**src/rtl/qpoa_pkg.sv**
```systemverilog
`timescale 1ns / 1ps
`default_nettype none

package qpoa_pkg;

    localparam int IN_W  = 288;
    localparam int OUT_W = 32;

    // clip pass order: left, right, bottom, top
    localparam logic [1:0] PASS_LEFT   = 2'd0;
    localparam logic [1:0] PASS_RIGHT  = 2'd1;
    localparam logic [1:0] PASS_BOTTOM = 2'd2;
    localparam logic [1:0] PASS_TOP    = 2'd3;

    typedef struct packed {
        logic load_in;
        logic load_wr;
        logic pass_init;
        logic rd_last;
        logic take_prev;
        logic take_cur;
        logic md_start;
        logic wr_cross;
        logic wr_cur;
        logic advance;
        logic pass_end;
        logic area_init;
        logic take_first;
        logic close_start;
        logic mul1;
        logic mul2;
        logic mul3;
        logic fin1;
        logic res_wr;
        logic res_zero;
    } cmd_t;

    typedef struct packed {
        logic load_last;
        logic last_vert;
        logic need_cross;
        logic keep_cur;
        logic few;
        logic last_pass;
        logic md_done;
        logic i_zero;
        logic closing;
        logic out_full;
    } sts_t;

endpackage

`default_nettype wire

```
**src/rtl/qpoa_ctrl.sv**
```systemverilog
`timescale 1ns / 1ps
`default_nettype none

module qpoa_ctrl
    import qpoa_pkg::*;
(
    input  wire logic clk,
    input  wire logic rst_n,
    input  wire logic in_valid,
    output logic      in_ready,
    input  wire sts_t sts,
    output cmd_t      cmd
);

    localparam logic [4:0] S_IDLE   = 5'd0;
    localparam logic [4:0] S_LOAD   = 5'd1;
    localparam logic [4:0] S_PINIT  = 5'd2;
    localparam logic [4:0] S_PPREV  = 5'd3;
    localparam logic [4:0] S_PRD    = 5'd4;
    localparam logic [4:0] S_PCUR   = 5'd5;
    localparam logic [4:0] S_PDEC   = 5'd6;
    localparam logic [4:0] S_PWAIT  = 5'd7;
    localparam logic [4:0] S_PXW    = 5'd8;
    localparam logic [4:0] S_PKEEP  = 5'd9;
    localparam logic [4:0] S_PEND   = 5'd10;
    localparam logic [4:0] S_ZERO   = 5'd11;
    localparam logic [4:0] S_AINIT  = 5'd12;
    localparam logic [4:0] S_ARD    = 5'd13;
    localparam logic [4:0] S_AGET   = 5'd14;
    localparam logic [4:0] S_AM1    = 5'd15;
    localparam logic [4:0] S_AM2    = 5'd16;
    localparam logic [4:0] S_AM3    = 5'd17;
    localparam logic [4:0] S_ACLOSE = 5'd18;
    localparam logic [4:0] S_AF1    = 5'd19;
    localparam logic [4:0] S_AF2    = 5'd20;

    logic [4:0] state_reg;
    logic [4:0] state_next;

    always_ff @(posedge clk or negedge rst_n)
    begin
        if (!rst_n)
        begin
            state_reg <= S_IDLE;
        end
        else
        begin
            state_reg <= state_next;
        end
    end

    always_comb
    begin
        cmd        = '0;
        in_ready   = 1'b0;
        state_next = state_reg;
        case (state_reg)
            S_IDLE:
            begin
                in_ready = 1'b1;
                if (in_valid)
                begin
                    cmd.load_in = 1'b1;
                    state_next  = S_LOAD;
                end
            end
            S_LOAD:
            begin
                cmd.load_wr = 1'b1;
                if (sts.load_last)
                begin
                    state_next = S_PINIT;
                end
            end
            S_PINIT:
            begin
                cmd.pass_init = 1'b1;
                cmd.rd_last   = 1'b1;
                state_next    = S_PPREV;
            end
            S_PPREV:
            begin
                cmd.take_prev = 1'b1;
                state_next    = S_PCUR;
            end
            S_PRD:
            begin
                state_next = S_PCUR;
            end
            S_PCUR:
            begin
                cmd.take_cur = 1'b1;
                state_next   = S_PDEC;
            end
            S_PDEC:
            begin
                if (sts.need_cross)
                begin
                    cmd.md_start = 1'b1;
                    state_next   = S_PWAIT;
                end
                else
                begin
                    state_next = S_PKEEP;
                end
            end
            S_PWAIT:
            begin
                if (sts.md_done)
                begin
                    state_next = S_PXW;
                end
            end
            S_PXW:
            begin
                cmd.wr_cross = 1'b1;
                state_next   = S_PKEEP;
            end
            S_PKEEP:
            begin
                cmd.wr_cur  = sts.keep_cur;
                cmd.advance = 1'b1;
                state_next  = sts.last_vert ? S_PEND : S_PRD;
            end
            S_PEND:
            begin
                cmd.pass_end = 1'b1;
                if (sts.few)
                begin
                    state_next = S_ZERO;
                end
                else if (sts.last_pass)
                begin
                    state_next = S_AINIT;
                end
                else
                begin
                    state_next = S_PINIT;
                end
            end
            S_ZERO:
            begin
                if (!sts.out_full)
                begin
                    cmd.res_wr   = 1'b1;
                    cmd.res_zero = 1'b1;
                    state_next   = S_IDLE;
                end
            end
            S_AINIT:
            begin
                cmd.area_init = 1'b1;
                state_next    = S_ARD;
            end
            S_ARD:
            begin
                state_next = S_AGET;
            end
            S_AGET:
            begin
                if (sts.i_zero)
                begin
                    cmd.take_first = 1'b1;
                    state_next     = S_ARD;
                end
                else
                begin
                    cmd.take_cur = 1'b1;
                    state_next   = S_AM1;
                end
            end
            S_AM1:
            begin
                cmd.mul1   = 1'b1;
                state_next = S_AM2;
            end
            S_AM2:
            begin
                cmd.mul2   = 1'b1;
                state_next = S_AM3;
            end
            S_AM3:
            begin
                cmd.mul3    = 1'b1;
                cmd.advance = 1'b1;
                if (sts.closing)
                begin
                    state_next = S_AF1;
                end
                else if (sts.last_vert)
                begin
                    state_next = S_ACLOSE;
                end
                else
                begin
                    state_next = S_ARD;
                end
            end
            S_ACLOSE:
            begin
                cmd.close_start = 1'b1;
                state_next      = S_AM1;
            end
            S_AF1:
            begin
                cmd.fin1   = 1'b1;
                state_next = S_AF2;
            end
            S_AF2:
            begin
                if (!sts.out_full)
                begin
                    cmd.res_wr = 1'b1;
                    state_next = S_IDLE;
                end
            end
            default:
            begin
                state_next = S_IDLE;
            end
        endcase
    end

endmodule

`default_nettype wire

```
**config.mk**
```make
export PLATFORM = sky130hd
export DESIGN_NAME = qpoa_ctrl
export DESIGN_NICKNAME = d
export VERILOG_FILES = /design/src/rtl/qpoa_pkg.sv /design/src/rtl/qpoa_ctrl.sv
export SDC_FILE = /design/constraint.sdc
export NUM_CORES = 1
export LEC_CHECK = 0
export ABC_AREA = 1
export BUFFER_PORTS_ARGS = -buffer_cell sky130_fd_sc_hd__buf_2
export CAP_MARGIN = 10
export CELL_PAD_IN_SITES_DETAIL_PLACEMENT = 1
export CELL_PAD_IN_SITES_GLOBAL_PLACEMENT = 2
export CORE_UTILIZATION = 22
export CTS_CLUSTER_DIAMETER = 150
export CTS_CLUSTER_SIZE = 24
export DETAILED_ROUTE_END_ITERATION = 6
export GPL_TIMING_DRIVEN = 0
export PLACE_DENSITY_LB_ADDON = 0.1
export SLEW_MARGIN = 15
export SYNTH_ARGS = -nofsm -noshare
export SYNTH_HDL_FRONTEND = slang
export SYNTH_SLANG_ARGS = --single-unit
```
**constraint.sdc**
```tcl
create_clock -name clk -period 1.5 [get_ports clk]
set_input_delay 0.075 -clock clk [delete_from_list [all_inputs] [get_ports clk]]
set_output_delay 0.075 -clock clk [all_outputs]
set_load 0.03 [all_outputs]
```
; ---- After elaboration in Yosys (flattened, before gate mapping)
; Cells that the tools add are included.
[word_totals]
regBits = 5
inputBits = 13
out_inout_bits = 21
word_cells = 68
[op_classes]
eq_ne = 24
muxes = 38
n_reduce_logical = 5
[op_table]
columns = operator, count
row1 = one-hot mux 5 bit (19 select lines), 1
row2 = equality test 5 x 4 -> 1 bit (second input constant), 8
row3 = two-way mux 5 bit, 7
row4 = equality test 5 bit (second input constant), 5
row5 = two-way mux 1 bit, 22
row6 = equality test 5 x 3 -> 1 bit (second input constant), 4
row7 = two-way mux 4 bit, 3
row8 = equality test 5 x 2 -> 1 bit (second input constant), 2
row9 = != test 2 bit (second input constant), 4
row10 = two-way mux 2 bit, 3
row11 = OR reduction 2 bit, 3
row12 = equality test 5 x 1 -> 1 bit (second input constant), 1
row13 = logical NOT 5 bit, 1
row14 = one-hot mux 1 bit (2 select lines), 2
row15 = AND reduction 4 bit, 1

; ---- Depth between registers and ports, before layout
[logic_depth]
word_depth = 4
depth_mapped = 10
depth_no_buf = 9

; ---- Worst setup path before layout
; OpenSTA, ideal clock, no wires.
[synth_timing]
kind = flip-flop to output port
start = reg state_reg[3]
end = out cmd[17] in the netlist's numbering
arrival_time_ns = 1.476
t_required_ns = 1.425
path_slack_ns = -0.051
path_stages_with_launch = 6
path_buffers = 2
cell_sequence = dfrtp_1 buf_6 nor2_4 nand2_1 nor2_1 buf_4
[synth_rtl]
columns = element, line
row1 = start: declaration, qpoa_ctrl.sv:37  ; logic [4:0] state_reg;
row2 = start signal: assignment, qpoa_ctrl.sv:48  ; state_reg <= state_next;
row3 = end: declaration, qpoa_ctrl.sv:12  ; output cmd_t cmd

==> impl_metrics.tcl <==
set metrics [dict create \
    status "finished with violations" \
    violations "negative setup slack" \
    end_kind "primary output" \
    grt_pass1_vias 1059 \
    grt_util_met2 0.2806 \
    clock_sink_count 5 \
    p_seq_frac 0.128 \
    synth_cell_types 21 \
    die_w_um 64.05 \
    clk-insertion-delay-late_ns 0.22 \
    maxCapViolCount 0 \
    wl_per_cell_um 12.23 \
    syn2layout_area_growth_pct 60.41 \
    p_int_w 0.001141 \
    path_buf_inv 2 \
    top_usage_layer "met2" \
    r2r-start "state_reg[3]$_DFFE_PN0P_" \
    synth_largest_area_cell "nand2_1" \
    layout-drive-gt1-share 0.4850 \
    vias 1079 \
    cpPeakStageDelay_ns 0.45 \
    p_switching_w 0.001436 \
    die_height_um 64.05 \
    drc_errors 0 \
    ys_seq_elements 5 \
    initial_core_util 0.2296 \
    worst-path-stages 5 \
    reg2regPathDepth 10 \
    reg2reg_slack_ns 0.06 \
    rows 22 \
    grt_pass1_wl_um 4892 \
    clkPwrFrac 0.096 \
    io_buffers 33 \
    multiInputGateArea_um2 676.9 \
    fin_nets 214 \
    use_met3 0.01786 \
    path_clk_slew_ns 0.03 \
    setup.worst_path.start "state_reg[1]$_DFFE_PN0P_" \
    netlist_area_um2 847.1 \
    setup_tns_ns -0.001325 \
    finalSetupViolations 1 \
    via_per_inst 4.351 \
    power_frac_comb 0.776 \
    drt_first_pass_iters 3 \
    ant_nets 0 \
    gr-usage-all-layers 0.1587 \
    hold_path.class "input port to asynchronous set/reset pin" \
    avgSynthCellArea_um2 5.573 \
    finalWirelength_um 3032 \
    gp_congestion 0.7332 \
    path_class "register to primary output" \
    cts-root-buf "clkbuf_8" \
    fin_ws_ns -0.001325 \
    cp_cell_sequence "inv_2 > nor2_4 > nand2_2 > nor3_4 > buf_4" \
    insertedDiodeCount 0 \
    powerDensity_mw_per_mm2 1897 \
    synth_nets 165 \
    largest_reg_flops 5 \
    dp.final_hpwl_um 2440 \
    power_w 0.002577 \
    swShare 0.5571 \
    fmax_mhz 666.1 \
    grt_antenna_before_repair 0 \
    seq_area_frac_synth 0.1477 \
    p_leak_nw 0.7942 \
    critPathTopFamily "simple AND/OR/NAND/NOR gates" \
    maxSlewViolCount 0 \
    worstMarginPinSlew_ns 0.2576 \
    fin_crit_ns 1.501 \
    grt_setup_unrepaired "true" \
    worstReg2RegEnd "state_reg[1]$_DFFE_PN0P_" \
    critPathLaunchType "register" \
    cts_inserted_buffers 3 \
    core_area_mm2 0.003689 \
    critical_path.endpoint "cmd[13]" \
    crit_slowest_cell "dfrtp_2" \
    regArea_um2 128.9 \
    arrival_ns 1.43 \
    htree_levels 1 \
    peakVddDrop_v 0.0007098 \
    yosys-top-cells-area "nand2_1 (23%), dfrtp_1 (15%), inv_1 (9.7%)" \
    clock_skew_ns 0.001914 \
    syn_inst 152 \
    grt-ovfl-total 0 \
    slew_headroom 0.8279 \
    cts_tree "done" \
    netlist.area_leader.share 0.2304 \
    met1_usage 0.1946 \
    fill_cells 503 \
    cp_max_fo 6 \
    hold_viol 0 \
    drt_iter0_drc 16 \
    grt_max_degree 11 \
    cp_data_required_time_ns 1.42 \
    ios 34 \
    cts_max_path_buffers 2 \
    ys_warn_count 0 \
    dieArea_mm2 0.004102 \
    period_share 1.001 \
]
==> cell usage after synthesis <==
cell / instances
nand4_1: 1
nor2_2: 7
inv_2: 4
buf_6: 1
o21ai_0: 1
nand2_4: 1
nand3_1: 16
nand3b_1: 2
nor3_1: 2
nand2_1: 52
or2_2: 1
dfrtp_1: 5
nor2_4: 4
a21oi_1: 1
buf_4: 2
nand2_2: 6
nand3_2: 1
nand4_4: 2
nor2_1: 20
nor3_2: 1
inv_1: 22
==> per-layer routing <==
metal	up-vias	part of all wire
met5	-	0
met4	0	0.0073
met3	2	0.020
met2	22	0.51
met1	495	0.46
li1	560	-
==> layout by cell type, fill, tap and decap left out, types with 2 or more instances in the layout <==
master and n:
buf_6 10, nor2_2 5, buf_2 18, nand2_1 45
nand3_1 13, clkbuf_8 3, nor2_4 9, nand3b_1 2
inv_2 8, nor3_1 2, nand3_2 3, nand4_4 2
dfrtp_2 3, dfrtp_1 2, buf_4 17, nand2_2 13
nor2_1 17, inv_1 17
==> logic make-up after synthesis <==
group | count (synthesis) | share of synthesized area
AO/OA/AOI/OAI | 2 | 0.01181
buffers and inverters | 29 | 0.1462
flip-flops | 5 | 0.1477
AND/OR/NAND/NOR | 116 | 0.6942
==> final cells by class <==
cell class,count,area share
multi-input cells,118,0.4982
repair buffers,44,0.2339
flip-flops and latches,5,0.09484
inverters,26,0.07366
well taps,48,0.04420
clock buffers,4,0.03315
plain buffers,3,0.02210
==> worst min-delay path by stage <==
| stage | start | end | slack (ns) | cells after the start |
|---|---|---|---|---|
| after floorplan | rst_n | state_reg[0]$_DFFE_PN0P_ | -0.22 | 0 |
| after global placement | rst_n | state_reg[3]$_DFFE_PN0P_ | -0.11 | 1 |
| after detailed placement | rst_n | state_reg[3]$_DFFE_PN0P_ | -0.11 | 1 |
| after CTS | rst_n | state_reg[4]$_DFFE_PN0P_ | 0.19 | 2 |
| after global routing | rst_n | state_reg[4]$_DFFE_PN0P_ | 0.19 | 2 |
| final | rst_n | state_reg[4]$_DFFE_PN0P_ | 0.20 | 2 |
==> timing repair <==
action                                  CTS  global route
hold endpoints to repair                  5             0
buffers inserted                          6             4
hold buffers                              1             0
pin swaps                                 4             9
endpoints found under the setup margin   19            20
gates resized for setup                  15            45
==> through the flow <==
step	instances	setup slack [ns]	util	hold slack, ns	area (µm²)
after floorplan	152	0.01925	-	-0.2206	849.6
after global placement	233	-0.01131	0.2914	-0.1077	1075
after detailed placement	233	-0.03033	0.2914	-0.1051	1075
after CTS	244	0.003967	0.3307	0.1922	1220
after global routing	248	-0.08171	0.3684	0.1918	1359
final	248	-0.001325	0.3684	0.1986	1359
==> power by group through the flow <==
stage,logic [W],registers [W],clock network (W)
global route,0.00221,0.000338,0.000274
floorplan,0.00117,0.000288,0
global placement,0.00155,0.000309,0
detailed placement,0.00156,0.000312,0
finish,0.00200,0.000331,0.000248
CTS,0.00176,0.000330,0.000258
No activity file was read; power rests on OpenSTA's default activity.
